## src/stdf_pkg.sv

```systemverilog
// Shared constants and types of the serial telegram deframer.
package stdf_pkg;

  localparam int BYTE_W     = 8;
  localparam int POS_W      = 6;
  localparam int LIMIT_W    = 6;
  localparam int CFG_IDX_W  = 3;
  localparam int CFG_DATA_W = 8;

  localparam logic [CFG_IDX_W-1:0] CFG_FIRST_RESP  = 3'd0;
  localparam logic [CFG_IDX_W-1:0] CFG_FIRST_REQ   = 3'd1;
  localparam logic [CFG_IDX_W-1:0] CFG_SECOND_RESP = 3'd2;
  localparam logic [CFG_IDX_W-1:0] CFG_SECOND_REQ  = 3'd3;
  localparam logic [CFG_IDX_W-1:0] CFG_END_MARKER  = 3'd4;
  localparam logic [CFG_IDX_W-1:0] CFG_PAYLOAD_LIM = 3'd5;

  localparam logic [LIMIT_W-1:0] PAYLOAD_LIMIT_RST = 6'd57;

  // Request from the parser to the emitter.
  typedef struct packed {
    logic start;
    logic resp;
  } stdf_emit_t;

endpackage

```

## src/stdf_if.sv

```systemverilog
// Channel interfaces of the deframer: received bytes in, telegram bytes out.
interface stdf_in_if import stdf_pkg::*; ();
  logic              valid;
  logic              ready;
  logic [BYTE_W-1:0] rx_byte;
  logic              clear;
  modport source (output valid, rx_byte, clear, input ready);
  modport sink   (input valid, rx_byte, clear, output ready);
endinterface

interface stdf_out_if import stdf_pkg::*; ();
  logic              valid;
  logic              ready;
  logic [BYTE_W-1:0] frame_byte;
  logic [POS_W-1:0]  byte_pos;
  logic              is_response;
  logic              last;
  modport source (output valid, frame_byte, byte_pos, is_response, last, input ready);
  modport sink   (input valid, frame_byte, byte_pos, is_response, last, output ready);
endinterface

```

## src/stdf_emitter.sv

```systemverilog
// Frame buffer memory and the sequencer that reads a finished telegram out.
module stdf_emitter import stdf_pkg::*; #(
  parameter int FRAME_DEPTH = 64
) (
  input  logic                                 clk,
  input  logic                                 rst,
  input  logic                                 wr_en,
  input  logic [$clog2(FRAME_DEPTH)-1:0]       wr_addr,
  input  logic [BYTE_W-1:0]                    wr_data,
  input  stdf_emit_t                           ctl,
  input  logic [$clog2(FRAME_DEPTH+1)-1:0]     count,
  output logic                                 busy,
  stdf_out_if.source                           out_ch
);

  localparam int AW = $clog2(FRAME_DEPTH);
  localparam int CW = $clog2(FRAME_DEPTH + 1);

  logic [BYTE_W-1:0] mem [FRAME_DEPTH];

  logic              active;
  logic [CW-1:0]     rd_cnt;
  logic [CW-1:0]     n_total;
  logic              resp_frame;
  logic              resp_q;
  logic              out_valid;
  logic [BYTE_W-1:0] rdata;
  logic [POS_W-1:0]  pos_q;
  logic              last_q;
  logic              issue;
  logic              final_rd;

  // The read data register doubles as the output register, so a read is
  // issued only when the output slot is empty or being taken.
  assign issue    = active && (!out_valid || out_ch.ready);
  assign final_rd = (CW'(rd_cnt + 1'b1) == n_total);

  always_ff @(posedge clk) begin
    if (wr_en) begin
      mem[wr_addr] <= wr_data;
    end
    if (issue) begin
      rdata <= mem[rd_cnt[AW-1:0]];
    end
  end

  always_ff @(posedge clk) begin
    if (rst) begin
      active    <= 1'b0;
      out_valid <= 1'b0;
    end else begin
      if (ctl.start) begin
        active <= 1'b1;
      end else if (issue && final_rd) begin
        active <= 1'b0;
      end
      if (issue) begin
        out_valid <= 1'b1;
      end else if (out_ch.ready) begin
        out_valid <= 1'b0;
      end
    end
  end

  // The response flag travels with each beat, since a new telegram can be
  // released while the last beat of the previous one still waits.
  always_ff @(posedge clk) begin
    if (ctl.start) begin
      rd_cnt     <= '0;
      n_total    <= count;
      resp_frame <= ctl.resp;
    end else if (issue) begin
      rd_cnt <= CW'(rd_cnt + 1'b1);
    end
    if (issue) begin
      pos_q  <= POS_W'(rd_cnt);
      last_q <= final_rd;
      resp_q <= resp_frame;
    end
  end

  assign busy               = active;
  assign out_ch.valid       = out_valid;
  assign out_ch.frame_byte  = rdata;
  assign out_ch.byte_pos    = pos_q;
  assign out_ch.is_response = resp_q;
  assign out_ch.last        = last_q;

endmodule

```

## src/serial_telegram_deframer.sv

```systemverilog
// Each received byte is taken as its beat is accepted; accepting the terminator of a
// good telegram sets the emitter active, and the first read loads its first byte for output.
// Throughput: one received byte per cycle while parsing; a telegram is then read from
// the frame buffer at one byte per cycle while the output is not stalled, and input is
// held off until its last byte has been read from the buffer, output stalls included.
// Reset (rst, synchronous) returns the parser to sync hunting with an empty buffer and
// loads the configuration registers with their defaults; buffer contents are not cleared.
module serial_telegram_deframer import stdf_pkg::*; #(
  parameter int FRAME_DEPTH = 64,
  parameter int LENGTH_POS  = 4
) (
  input  logic                  clk,
  input  logic                  rst,
  input  logic                  cfg_we,
  input  logic [CFG_IDX_W-1:0]  cfg_index,
  input  logic [CFG_DATA_W-1:0] cfg_data,
  stdf_in_if.sink               in_ch,
  stdf_out_if.source            out_ch
);

  localparam int AW = $clog2(FRAME_DEPTH);
  localparam int CW = $clog2(FRAME_DEPTH + 1);
  localparam int EW = ((CW > LIMIT_W) ? CW : LIMIT_W) + 2;

  localparam logic [1:0] PH_IDLE   = 2'd0;
  localparam logic [1:0] PH_START  = 2'd1;
  localparam logic [1:0] PH_PDU    = 2'd2;
  localparam logic [1:0] PH_FOOTER = 2'd3;

  logic [BYTE_W-1:0]  first_byte_resp;
  logic [BYTE_W-1:0]  first_byte_req;
  logic [BYTE_W-1:0]  second_byte_resp;
  logic [BYTE_W-1:0]  second_byte_req;
  logic [BYTE_W-1:0]  end_marker;
  logic [LIMIT_W-1:0] payload_limit;

  logic [1:0]         phase, phase_next;
  logic [CW-1:0]      fill, fill_next;
  logic [LIMIT_W-1:0] len_q, len_q_next;
  logic [BYTE_W-1:0]  acc, acc_next;
  logic [BYTE_W-1:0]  last_b, last_b_next;
  logic [BYTE_W-1:0]  byte0, byte0_next;

  logic               busy;
  logic               in_fire;
  logic [BYTE_W-1:0]  b;
  logic               wr_en;
  logic [AW-1:0]      wr_addr;
  stdf_emit_t         emit_ctl;
  logic [CW-1:0]      emit_count;
  logic [EW-1:0]      fill_e;
  logic [EW-1:0]      pdu_end;

  assign in_ch.ready = !busy;
  assign in_fire     = in_ch.valid && in_ch.ready;
  assign b           = in_ch.rx_byte;
  assign fill_e      = EW'(fill);
  assign pdu_end     = EW'(LENGTH_POS) + EW'(len_q);

  always_ff @(posedge clk) begin
    if (rst) begin
      first_byte_resp  <= '0;
      first_byte_req   <= '0;
      second_byte_resp <= '0;
      second_byte_req  <= '0;
      end_marker       <= '0;
      payload_limit    <= PAYLOAD_LIMIT_RST;
    end else if (cfg_we) begin
      case (cfg_index)
        CFG_FIRST_RESP:  first_byte_resp  <= cfg_data;
        CFG_FIRST_REQ:   first_byte_req   <= cfg_data;
        CFG_SECOND_RESP: second_byte_resp <= cfg_data;
        CFG_SECOND_REQ:  second_byte_req  <= cfg_data;
        CFG_END_MARKER:  end_marker       <= cfg_data;
        CFG_PAYLOAD_LIM: payload_limit    <= cfg_data[LIMIT_W-1:0];
        default: ;
      endcase
    end
  end

  always_comb begin
    phase_next     = phase;
    fill_next      = fill;
    len_q_next     = len_q;
    acc_next       = acc;
    last_b_next    = last_b;
    byte0_next     = byte0;
    wr_en          = 1'b0;
    wr_addr        = fill[AW-1:0];
    emit_ctl.start = 1'b0;
    emit_ctl.resp  = (byte0 == first_byte_resp);
    emit_count     = CW'(fill + 1'b1);

    if (in_fire) begin
      if (in_ch.clear) begin
        phase_next = PH_IDLE;
        fill_next  = '0;
      end else if (phase == PH_IDLE) begin
        if (fill == '0 && (b == first_byte_resp || b == first_byte_req)) begin
          wr_en      = 1'b1;
          byte0_next = b;
          fill_next  = CW'(1);
        end else if (fill == CW'(1) && (b == second_byte_resp || b == second_byte_req)) begin
          wr_en      = 1'b1;
          fill_next  = CW'(2);
          phase_next = PH_START;
        end else begin
          fill_next = '0;
        end
      end else if (fill_e >= EW'(FRAME_DEPTH)) begin
        phase_next = PH_IDLE;
        fill_next  = '0;
      end else begin
        wr_en     = 1'b1;
        fill_next = CW'(fill + 1'b1);
        // acc holds the length byte XOR the payload bytes up to two places back;
        // last_b holds the previous byte, the checksum candidate.
        if (fill_e == EW'(LENGTH_POS)) begin
          acc_next    = b;
          last_b_next = b;
        end else if (fill_e > EW'(LENGTH_POS)) begin
          if (fill_e >= EW'(LENGTH_POS + 2)) begin
            acc_next = acc ^ last_b;
          end
          last_b_next = b;
        end

        case (phase)
          PH_START: begin
            if (fill_e == EW'(LENGTH_POS)) begin
              len_q_next = b[LIMIT_W-1:0];
              if (b > BYTE_W'(payload_limit)) begin
                phase_next = PH_IDLE;
                fill_next  = '0;
              end else if (b == '0) begin
                phase_next = PH_FOOTER;
              end else begin
                phase_next = PH_PDU;
              end
            end
          end
          PH_PDU: begin
            if (fill_e == pdu_end) begin
              phase_next = PH_FOOTER;
            end
          end
          default: begin
            if (b == end_marker) begin
              emit_ctl.start = (acc == last_b);
              phase_next     = PH_IDLE;
              fill_next      = '0;
            end else if (fill_e > EW'(pdu_end + 1'b1)) begin
              phase_next = PH_IDLE;
              fill_next  = '0;
            end
          end
        endcase
      end
    end
  end

  always_ff @(posedge clk) begin
    if (rst) begin
      phase <= PH_IDLE;
      fill  <= '0;
    end else begin
      phase <= phase_next;
      fill  <= fill_next;
    end
  end

  always_ff @(posedge clk) begin
    len_q  <= len_q_next;
    acc    <= acc_next;
    last_b <= last_b_next;
    byte0  <= byte0_next;
  end

  stdf_emitter #(
    .FRAME_DEPTH (FRAME_DEPTH)
  ) u_emitter (
    .clk     (clk),
    .rst     (rst),
    .wr_en   (wr_en),
    .wr_addr (wr_addr),
    .wr_data (b),
    .ctl     (emit_ctl),
    .count   (emit_count),
    .busy    (busy),
    .out_ch  (out_ch)
  );

  // The buffer is never written while a telegram is being read out of it.
  a_no_write_during_readout: assert property (@(posedge clk) disable iff (rst)
    busy |-> !wr_en)
    else $error("frame buffer written during readout");

  a_start_blocks_input: assert property (@(posedge clk) disable iff (rst)
    emit_ctl.start |=> !in_ch.ready)
    else $error("input taken right after a telegram was released");

  a_fill_bound: assert property (@(posedge clk) disable iff (rst)
    fill_e <= EW'(FRAME_DEPTH))
    else $error("fill count beyond buffer depth");

  a_idle_fill: assert property (@(posedge clk) disable iff (rst)
    phase == PH_IDLE |-> fill <= CW'(1))
    else $error("sync hunting with more than one stored byte");

  a_start_in_footer: assert property (@(posedge clk) disable iff (rst)
    emit_ctl.start |-> phase == PH_FOOTER && !in_ch.clear)
    else $error("telegram released outside the footer");

endmodule
```

## src/flat_wrapper.sv

```systemverilog
// flat-port wrapper written by rule: the top's interface ports become plain ports
module serial_telegram_deframer_flat import stdf_pkg::*;
#(
  parameter int FRAME_DEPTH = 64,
  parameter int LENGTH_POS  = 4
)
  (clk, rst, cfg_we, cfg_index, cfg_data, in_ch_valid, in_ch_rx_byte, in_ch_clear, in_ch_ready, out_ch_valid, out_ch_frame_byte, out_ch_byte_pos, out_ch_is_response, out_ch_last, out_ch_ready);
  stdf_in_if in_ch_i ();
  stdf_out_if out_ch_i ();
  input  logic clk;
  input  logic rst;
  input  logic cfg_we;
  input  logic [CFG_IDX_W-1:0] cfg_index;
  input  logic [CFG_DATA_W-1:0] cfg_data;
  input wire logic [$bits(in_ch_i.valid)-1:0] in_ch_valid;
  input wire logic [$bits(in_ch_i.rx_byte)-1:0] in_ch_rx_byte;
  input wire logic [$bits(in_ch_i.clear)-1:0] in_ch_clear;
  output wire logic [$bits(in_ch_i.ready)-1:0] in_ch_ready;
  output wire logic [$bits(out_ch_i.valid)-1:0] out_ch_valid;
  output wire logic [$bits(out_ch_i.frame_byte)-1:0] out_ch_frame_byte;
  output wire logic [$bits(out_ch_i.byte_pos)-1:0] out_ch_byte_pos;
  output wire logic [$bits(out_ch_i.is_response)-1:0] out_ch_is_response;
  output wire logic [$bits(out_ch_i.last)-1:0] out_ch_last;
  input wire logic [$bits(out_ch_i.ready)-1:0] out_ch_ready;
  assign in_ch_i.valid = in_ch_valid;
  assign in_ch_i.rx_byte = in_ch_rx_byte;
  assign in_ch_i.clear = in_ch_clear;
  assign in_ch_ready = in_ch_i.ready;
  assign out_ch_valid = out_ch_i.valid;
  assign out_ch_frame_byte = out_ch_i.frame_byte;
  assign out_ch_byte_pos = out_ch_i.byte_pos;
  assign out_ch_is_response = out_ch_i.is_response;
  assign out_ch_last = out_ch_i.last;
  assign out_ch_i.ready = out_ch_ready;
  serial_telegram_deframer #(.FRAME_DEPTH(FRAME_DEPTH), .LENGTH_POS(LENGTH_POS)) u_core (.clk(clk), .rst(rst), .cfg_we(cfg_we), .cfg_index(cfg_index), .cfg_data(cfg_data), .in_ch(in_ch_i), .out_ch(out_ch_i));
endmodule
```

## config.mk

```make
export PLATFORM = sky130hd
export DESIGN_NAME = serial_telegram_deframer_flat
export DESIGN_NICKNAME = d
export VERILOG_FILES = /design/src/stdf_pkg.sv /design/src/stdf_if.sv /design/src/stdf_emitter.sv /design/src/serial_telegram_deframer.sv /design/src/flat_wrapper.sv
export SDC_FILE = /design/constraint.sdc
export NUM_CORES = 1
export LEC_CHECK = 0
export BUFFER_PORTS_ARGS = -buffer_cell sky130_fd_sc_hd__buf_2
export CORE_ASPECT_RATIO = 0.7
export CORE_MARGIN = 8
export CORE_UTILIZATION = 60
export CTS_CLUSTER_SIZE = 20
export DETAILED_ROUTE_END_ITERATION = 10
export PLACE_DENSITY_LB_ADDON = 0.12
export RECOVER_POWER = 50
export SLEW_MARGIN = 20
export SYNTH_ARGS = -nofsm -noshare
export SYNTH_HDL_FRONTEND = slang
export SYNTH_SLANG_ARGS = --single-unit
```

## constraint.sdc

```tcl
create_clock -name clk -period 7.7 [get_ports clk]
set_clock_uncertainty 0.05 [all_clocks]
set_input_delay 0 -clock clk [delete_from_list [all_inputs] [get_ports clk]]
set_output_delay 0 -clock clk [all_outputs]
set_load 0.05 [all_outputs]
```

======== Word level (Yosys, flattened, before mapping) ========
Memories as Yosys holds them, arrays and structs flattened. A register that Yosys moved wholly into a read port is not among the register bits.
Cells that the tools add are included.
operators by class
  multiplexer cells ....................... 45
  bitwise gates (word level) .............. 4
  reductions and logical operators ........ 31
  equal/unequal tests ..................... 22
  $lt $le $gt $ge ......................... 5
  add/subtract/negate cells ............... 4
operator list
  operator                                                               number
  8-bit == test                                                          7
  7-bit 2-to-1 mux                                                       8
  8-bit 2-to-1 mux                                                       5
  2-bit 2-to-1 mux                                                       11
  1-bit 2-to-1 mux                                                       19
  6-bit AND reduction                                                    3
  7-bit by 1-bit adder with 7-bit output, second input constant          2
  7-bit one-hot mux with 2 select lines                                  1
  2-bit AND reduction                                                    6
  5-bit by 2-bit != test with 1-bit output, second input constant        2
  9-bit by 1-bit adder with 9-bit output, second input constant          1
  7-bit by 9-bit == test with 1-bit output                               1
  7-bit by 9-bit > comparator with 1-bit output                          1
  8-bit by 6-bit > comparator with 1-bit output                          1
  8-bit logical NOT                                                      1
  2-bit nonzero test                                                     4
  8-bit XOR                                                              1
  3-bit by 6-bit adder with 7-bit output, first input constant           1
  7-bit by 1-bit == test with 1-bit output, second input constant        1
  7-bit by 3-bit == test with 1-bit output, second input constant        1
  7-bit == test                                                          1
  7-bit by 3-bit >= comparator with 1-bit output, second input constant  1
  7-bit >= comparator, second input constant                             1
  7-bit by 3-bit > comparator with 1-bit output, second input constant   1
  18 further kinds                                                       30
word-level totals
  RAM bits ................................ 512
  word-level logic and storage cells ...... 132
  bits of input ports ..................... 25
  bits in registers ....................... 110
  memories kept ........................... 1
  output and inout bits ................... 18
memories
  memory                words  bits a word  read ports  clocked after Yosys merged registers in  wr ports  line                RTL
  u_core.u_emitter.mem  64     8            1           1                                        1         stdf_emitter.sv:19  logic [BYTE_W-1:0] mem [FRAME_DEPTH];

======== Longest topological paths before layout ========
Gate-level depths: netlist of run 1.
  word-level depth ........................ 10
  gate-level depth with buffers ........... 16
  depth with buffers taken out ............ 15

======== Modules after synthesis ========
From an unflattened synthesis of run 1, not the netlist that was laid out.
unflattened totals
  cell total of the unflattened synthesis .. 1,516
  area total of the unflattened synthesis .. 25,670.9 sq um
modules (own cells, without submodules)
  module                    instances  cells each  seq. area each (sq um)  area an instance (sq um)
  stdf_emitter              1          1,011       16,275.6                21,120.3
  serial_telegram_deframer  1          505         2,001.9                 4,550.6

======== Worst setup path after synthesis of run 1 ========
Ideal clock, no wire load.
  path type ............................... reg2reg
  from .................................... register u_core.u_emitter.active (netlist: u_core.u_emitter.busy)
  to ...................................... register u_core.u_emitter.n_total[0], enable pin
  cell stages (with the launch flop) ...... 7
  buffers on the path ..................... 1
  arrival ................................. 2,547 ps
  setup time .............................. 400 ps
  setup slack ............................. 4,703 ps
  cells stage by stage .................... dfxtp_1 -> inv_1 -> nand2_1 -> clkbuf_1 -> nor4_1 -> nand3_1 -> nor3_1
RTL lines
  element                   line                RTL
  start: declaration        stdf_emitter.sv:21  logic active;
  start signal: assignment  stdf_emitter.sv:49  active <= 1'b0;
  start signal: assignment  stdf_emitter.sv:53  active <= 1'b1;
  start signal: assignment  stdf_emitter.sv:55  active <= 1'b0;
  end signal: assignment    stdf_emitter.sv:70  n_total <= count;
  end: declaration          stdf_emitter.sv:23  logic [CW-1:0] n_total;

======== Worst setup path after layout of run 1 ========
  from .................................... input port in_ch_rx_byte[5]
  to ...................................... memory u_core.u_emitter.mem[8][7], enable pin
between the ends
  longest elaborated chain between the ends .. 10
  elaborated cells between the ends (all ways) .. 15
  classes of those cells .................. 4 x eq/ne; 7 x mux; 4 x reduce/logical
RTL lines
  element                                     line                             RTL
  start: declaration                          flat_wrapper.sv:16               input wire logic [$bits(in_ch_i.rx_byte)-1:0] in_ch_rx_byte;
  8-bit == test                               serial_telegram_deframer.sv:103  end else if (fill == CW'(1) && (b == second_byte_resp || b == second_byte_req)) begin
  1-bit logical OR                            serial_telegram_deframer.sv:103
  1-bit logical AND                           serial_telegram_deframer.sv:103
  1-bit 2-to-1 mux                            serial_telegram_deframer.sv:103
  1-bit 2-to-1 mux (*)                        serial_telegram_deframer.sv:99   if (fill == '0 && (b == first_byte_resp || b == first_byte_req)) begin
  1-bit 2-to-1 mux (*)                        serial_telegram_deframer.sv:98   end else if (phase == PH_IDLE) begin
  1-bit 2-to-1 mux (*)                        serial_telegram_deframer.sv:95   if (in_ch.clear) begin
  1-bit 2-to-1 mux (*)                        serial_telegram_deframer.sv:94   if (in_fire) begin
  1-bit 2-to-1 mux (*)                        stdf_emitter.sv:39               if (wr_en) begin
  1-bit 2-to-1 mux (implied by the code) (*)  stdf_emitter.sv:40               mem[wr_addr] <= wr_data;
  end: declaration                            stdf_emitter.sv:19
Mark *: on every way between the ends. The rest lies on a longest branch, timed or not.

==> results of run 1 <==
-- where the power goes --
group          internal [µW]  switching [µW]
logic                    274             274
registers               3730            28.7
clock network           1560            1220
total                   5560            1520
-- sequential cells by signal (all words and copies together), names as in the netlist, 2 cells and up --
| signal | count |
|---|---|
| u_core.end_marker | 8 |
| u_core.second_byte_req | 8 |
| u_core.u_emitter.n_total | 7 |
| u_core.len_q | 6 |
| u_core.second_byte_resp | 8 |
| u_core.first_byte_req | 8 |
| u_core.phase | 2 |
| u_core.byte0 | 8 |
| u_core.first_byte_resp | 8 |
| u_core.u_emitter.out_ch.byte_pos | 6 |
| u_core.u_emitter.out_ch.frame_byte | 8 |
| u_core.last_b | 8 |
| u_core.u_emitter.mem | 512 |
| u_core.payload_limit | 6 |
| u_core.acc | 8 |
| u_core.u_emitter.rd_cnt | 7 |
| u_core.fill | 7 |
-- kinds of logic after synthesis --
kind of cell    count (synthesis)  synth area share
buf+inv                        96            0.0171
xor+xnor                       80            0.0273
simple gates                  309            0.0534
compound gates                104            0.0238
flops                         630             0.713
fa+ha+maj                      23            0.0112
mux                           183             0.154
-- final cells by class --
type / instances / area share
clock buffers: 74 / 0.0537
flip-flops and latches: 630 / 0.645
repair buffers: 86 / 0.0193
inverters: 24 / 0.00318
well taps: 552 / 0.0244
multi-input cells: 699 / 0.244
clock inverters: 31 / 0.00998
-- cells in the final DEF, fill, tap and decap left out, types with 8 or more instances in the layout --
| cell | n |
|---|---|
| xnor2_1 | 57 |
| xor2_1 | 23 |
| clkbuf_1 | 47 |
| nand2_1 | 121 |
| nand4_1 | 11 |
| nor2b_1 | 10 |
| ha_1 | 23 |
| clkinv_1 | 12 |
| buf_2 | 17 |
| dfxtp_1 | 62 |
| buf_4 | 9 |
| clkinv_2 | 9 |
| edfxtp_1 | 566 |
| nor2_1 | 94 |
| dlygate4sd3_1 | 27 |
| clkbuf_16 | 57 |
| mux4_2 | 168 |
| nor4_1 | 8 |
| inv_1 | 24 |
| o21ai_0 | 12 |
| mux2_2 | 8 |
| nand3_1 | 28 |
| a21oi_1 | 59 |
| nor3_1 | 8 |
-- through the flow --
stage / instances / util / power [µW]
2_1_floorplan: 1425 / - / 4200
3_3_place_gp: 1964 / 0.623 / 4360
3_5_place_dp: 1964 / 0.623 / 4360
4_1_cts: 2096 / 0.672 / 7110
5_1_grt: 2096 / 0.670 / 7290
6_report: 2096 / 0.670 / 7080
-- final timing paths --
check	from	endpoint	slack (ps)	cells after the start
worst max-delay path	in_ch_rx_byte[5]	u_core.u_emitter.mem[8][7]	1890	10
worst min register to register	u_core.u_emitter.resp_frame	u_core.u_emitter.out_ch.is_response	370	0
worst min-delay path	rst	u_core.payload_limit[2]	30	2
worst max register to register	u_core.u_emitter.rd_cnt[1]	u_core.u_emitter.out_ch.frame_byte[1]	2060	4
-- metal layers --
metal | up-vias | track usage | wire length, µm
li1 | 5770 | - | -
met1 | 6864 | 0.366 | 26100
met2 | 691 | 0.342 | 25600
met3 | 79 | 0.0712 | 6380
met4 | 0 | 0.0524 | 1100
met5 | - | 0 | 0
-- critical path: stages --
cell and delay (ps):
dlygate4sd3_1 530, clkbuf_1 1220, clkbuf_1 1330, xnor2_1 210, nand4_1 150, o22ai_1 320
a32oi_1 170, a211oi_1 700, nand2_1 340, nor2_1 940
==> flow_metrics.env, run 1 <==
export IMPL_detailedRoute_firstIterationViolations=1672
export IMPL_clockBufferDepth=3
export IMPL_ys_flop_type="edfxtp_1"
export IMPL_cts_reportedPaths_clkPinSlew_ps=60
export IMPL_maxSlewViolCount=611
export IMPL_cts_root_buffer_cell="clkbuf_16"
export IMPL_max_cap_viol_count=11
export IMPL_timing_max_slew_rel_slack=-1.58
export IMPL_yosysMostFrequentCell="edfxtp_1"
export IMPL_io_buffers=42
export IMPL_placementRows=63
export IMPL_crit_path_category="primary input to flip-flop"
export IMPL_vias=13404
export IMPL_portion_of_the_post_synthesis_area_used_by_sequential_elements=0.713
export IMPL_clkLatencyLatePin_ps=600
export IMPL_netlist_top_cell_by_area="edfxtp_1"
export IMPL_pin_count_of_the_biggest_net_entering_global_routing=76
export IMPL_place_detailed_hpwl_um=36400
export IMPL_tightest_slew_ps=3880
export IMPL_synth_commonest_cells="edfxtp_1 (566), mux4_2 (168), nand2_1 (121)"
export IMPL_synthArstFlopShare=0
export IMPL_cp_start_kind="primary input"
export IMPL_synthesis_yosys_warnings=0
export IMPL_wl_per_cell_um=28.3
export IMPL_layout_drive_gt1_share=0.187
export IMPL_dp_worst_setup_slack_ps=3310
export IMPL_floorplan_initialDensity=0.607
export IMPL_via_per_inst=6.40
export IMPL_layout_area_overhead_vs_synth_pct=10.5
export IMPL_finish_net_count=1545
export IMPL_fill_cells=2845
export IMPL_holdBufCountCts=27
export IMPL_failed_checks="max-capacitance violations, max-slew violations"
export IMPL_total_power_per_unit_cell_area_nw_per_um2=250
export IMPL_coreArea_um2=42300
export IMPL_crit_path_end_kind="flip-flop"
export IMPL_setup_tns_ps=0
export IMPL_critPathMaxFanout=38
export IMPL_die_width_um=263
export IMPL_count_of_endpoints_failing_hold_in_the_final_timing_report=0
export IMPL_worstPathArrival_ps=5960
export IMPL_netlist_area_um2=25600
export IMPL_cts_setup_buffers=0
export IMPL_postLayoutSetupSlackWorst_ps=1890
export IMPL_global_route_congestion_overflow_total=0
export IMPL_clock_sink_count=630
export IMPL_grt_antenna_before_repair=1
export IMPL_period_minus_slack_ps=5810
export IMPL_drt_antenna_violating_nets=0
export IMPL_status="finished with violations"
export IMPL_fmax_mhz=172
export IMPL_multi_input_area_um2=6920
export IMPL_fin_area_um2=28300
export IMPL_area_sequential_um2=18300
export IMPL_synth_cells=1425
export IMPL_max_vdd_ir_drop_v=0.000198
export IMPL_detailed_place_area_um2=26300
export IMPL_drt_pass1_iterations=6
export IMPL_synth_edf_count=566
export IMPL_tritoncts_clock_tree="done"
export IMPL_grt_usage=0.240
export IMPL_netlist_top_cells_area="edfxtp_1 (66%), mux4_2 (15%), dfxtp_1 (5.0%), xnor2_1 (1.9%), nand2_1 (1.8%)"
export IMPL_ffs_latches_synth=630
export IMPL_fp_dieArea_um2=49700
export IMPL_grt_pass1_wl_um=88500
export IMPL_grt_pass1_vias=13323
export IMPL_yosys_cell_types_count=52
export IMPL_route_final_wire_length_um=59300
export IMPL_drc=0
export IMPL_worstHoldPathType="primary input to flip-flop"
export IMPL_timing_hold_ws_ps=32.7
export IMPL_rsz0062_at_grt="no"
export IMPL_pin_count=43
export IMPL_cts_buffers=56
export IMPL_syn_num_nets=1473
export IMPL_yosysTopAreaCellShare=0.663
export IMPL_final_min_period_over_clock_period=0.754
export IMPL_static_leakage_power_uw=0.00869
export IMPL_cts_htree_levels=2
export IMPL_post_synthesis_area_per_instance_um2=18.0
export IMPL_setup_viol=0
export IMPL_routability_congestion=0.876
export IMPL_cts_resized_gates=0
export IMPL_die_height_um=189
export IMPL_antenna_cells=0
export IMPL_worstPathRequired_ps=7860
Power figures use the tool's default switching activity.
==> run 2: changes to the inputs <==
==> constraint.sdc (replaced) <==
create_clock -name clk -period 5.8 [get_ports clk]
set_clock_uncertainty 0.05 [all_clocks]
set_input_delay 0 -clock clk [delete_from_list [all_inputs] [get_ports clk]]
set_output_delay 0 -clock clk [all_outputs]
set_load 0.05 [all_outputs]
==> run 2 against run 1 <==
- die area is the same
- power grew 34%
- count of clock-buffer cells in the layout grew 5
- largest cell class unchanged
- sequential cell count is the same
- sequential power grew 33%
- cell count grew 0.24%
- worst setup slack lost 550 ps
- first-iteration DRC count grew 8.9%
- sequential share of layout area shrank 0.28 points
- register-to-register slack lost 710 ps
- critical path depth shrank 2
- the flow still finishes with violations (max-capacitance violations, max-slew violations)
- clock power grew 35%
- critical path type is now flip-flop to flip-flop
==> flow_metrics.env, run 2 (synthesis gave the netlist of run 1 again) <==
export IMPL_placementRows=63
export IMPL_cts_buffers=56
export IMPL_worst_case_register_to_register_setup_slack_ps=1350
export IMPL_layout_area_overhead_vs_synth_pct=11.0
export IMPL_cp_top_family="flip-flops"
export IMPL_wl_met2_um=27300
export IMPL_detailedRoute_firstIterationViolations=1820
export IMPL_layout_cells_most_common_list="edfxtp_1 (566), mux4_2 (168), nand2_1 (121), nor2_1 (95), dfxtp_1 (63)"
export IMPL_cp_start_kind="flip-flop"
export IMPL_fmax_mhz=225
export IMPL_rsz0062_at_grt="no"
export IMPL_cts_root_buffer_cell="clkbuf_16"
export IMPL_clock_sink_count=630
export IMPL_coreArea_um2=42300
export IMPL_postLayoutSetupSlackWorst_ps=1350
export IMPL_layout_drive_gt1_share=0.192
export IMPL_clkLatencyLatePin_ps=590
export IMPL_route_final_wire_length_um=59900
export IMPL_crit_path_end_kind="flip-flop"
export IMPL_worstHoldPathType="primary input to flip-flop"
export IMPL_routability_congestion=0.896
export IMPL_max_vdd_ir_drop_v=0.000268
export IMPL_route_met3_wl_um=5820
export IMPL_critical_path_slowest_cell="dfxtp_1"
export IMPL_crit_path_category="flip-flop to flip-flop"
export IMPL_tightest_slew_ps=3270
export IMPL_fin_util=0.673
export IMPL_worstPathCellList="buf_12 -> and3_1 -> xnor2_1 -> o221ai_1 -> o31ai_1 -> nor4b_1 -> a21o_1 -> a21oi_1"
export IMPL_worstPathArrival_ps=4760
export IMPL_cts_setup_buffers=0
export IMPL_top_routing_layer_used="met5"
export IMPL_worstPathRequired_ps=6100
export IMPL_critical_path_buf_inv_count=1
export IMPL_die_height_um=189
export IMPL_critical_path_reg2reg_endpoint="u_core.u_emitter.busy"
export IMPL_final_min_period_over_clock_period=0.768
export IMPL_drc=0
export IMPL_worst_r2r_start="u_core.u_emitter.rd_cnt[1]"
export IMPL_antenna_cells=0
export IMPL_timing_max_slew_rel_slack=-1.18
export IMPL_worst_r2r_path_depth=8
export IMPL_cts_htree_levels=2
export IMPL_hold_path_depth=4
export IMPL_place_detailed_hpwl_um=36900
export IMPL_pin_count=43
export IMPL_maxSlewViolCount=374
export IMPL_setup_viol=0
export IMPL_drt_antenna_violating_nets=0
export IMPL_status="finished with violations"
export IMPL_layout_commonest_cell="edfxtp_1"
export IMPL_wl_per_cell_um=28.5
export IMPL_total_power_per_unit_cell_area_nw_per_um2=333
export IMPL_grt_pass1_vias=13110
export IMPL_static_leakage_power_uw=0.00876
export IMPL_hp_start="cfg_data[6]"
export IMPL_drt_pass1_iterations=5
export IMPL_wl_met1_um=25900
export IMPL_failed_checks="max-capacitance violations, max-slew violations"
export IMPL_via_per_inst=6.42
export IMPL_count_of_endpoints_failing_hold_in_the_final_timing_report=0
export IMPL_pin_count_of_the_biggest_net_entering_global_routing=89
export IMPL_vias=13489
export IMPL_io_buffers=42
export IMPL_global_route_congestion_overflow_total=0
export IMPL_die_width_um=263
export IMPL_floorplan_initialDensity=0.607
export IMPL_grt_pass1_wl_um=89100
export IMPL_critPathMaxFanout=88
export IMPL_clockBufferDepth=3
export IMPL_dp_worst_setup_slack_ps=2250
export IMPL_finish_net_count=1549
export IMPL_place_inst=1965
export IMPL_slowest_delay_ps=1920
export IMPL_period_minus_slack_ps=4450
export IMPL_max_cap_viol_count=7
export IMPL_grt_antenna_before_repair=3
export IMPL_cts_reportedPaths_clkPinSlew_ps=60
export IMPL_setup_tns_ps=0
export IMPL_timing_hold_worst_endpoint="u_core.end_marker[6]"
export IMPL_layoutNonFillerInstCount=2101
export IMPL_max_reg_flops=512
export IMPL_tritoncts_clock_tree="done"
export IMPL_grt_usage=0.242
export IMPL_largest_register="u_core.u_emitter.mem"
export IMPL_timing_hold_ws_ps=220
export IMPL_fp_dieArea_um2=49700
[run 2: cell types whose count changed in the layout (fill, tap and decap cells not counted), sizes merged]
cell	change
clkbuf	+5
buf	+1
bufinv	-2
clkinv	-1
inv	-3
clkinvlp	+2
dlygate4sd3	+3
[run 2: worst reg2reg max path, stage by stage, from the launching register on]
cell and delay, ps:
dfxtp_1 1920, buf_12 460, and3_1 360, xnor2_1 160
o221ai_1 140, o31ai_1 90, nor4b_1 760, a21o_1 220
a21oi_1 60
[run 2: worst max path at each step]
stage | depth (start not counted) | startpoint | end | slack [ps]
finish | 8 | u_core.u_emitter.rd_cnt[1] | u_core.u_emitter.busy | 1350
CTS | 7 | u_core.fill[3] | u_core.u_emitter.mem[9][4] | 2210
global route | 8 | u_core.u_emitter.rd_cnt[1] | u_core.u_emitter.busy | 1110
global placement | 9 | in_ch_rx_byte[4] | u_core.u_emitter.mem[25][2] | 2260
floorplan | 6 | u_core.u_emitter.busy | u_core.u_emitter.n_total[0] | 2800
detailed placement | 9 | in_ch_rx_byte[4] | u_core.u_emitter.mem[11][4] | 2250
[run 2: layout make-up]
type / count / area, µm²
tap: 552 / 691
timing repair buffer: 90 / 614
clock inverter: 27 / 220
inverter: 24 / 90.1
fill: 2815 / 13800
multi-input combinational: 699 / 6920
clock buffer: 79 / 1640
sequential: 630 / 18300
[run 2: per-layer routing]
layer  track usage  vias to the layer above
met3        0.0452                       78
met1         0.377                     6978
met4        0.0420                        2
li1              -                     5761
met2         0.361                      670
met5             0                        -
[run 2: power by group]
group	leakage (µW)	internal (µW)	total [µW]	switching [µW]
Sequential	0.00558	4950	4990	40.4
Combinational	0.00226	365	734	369
Clock	0.000916	2110	3740	1640
[run 2: what timing repair did]
item | in CTS | in global routing
hold buffers | 30 | 0
gates resized for setup | 0 | 0
endpoints found under the hold margin | 108 | 0
[run 2: per-stage QoR]
stage          power [µW]  area, µm²
6_report             9470      28500
2_1_floorplan        5580      25600
3_5_place_dp         5810      26400
3_3_place_gp         5800      26400
5_1_grt              9740      28500
4_1_cts              9510      28500
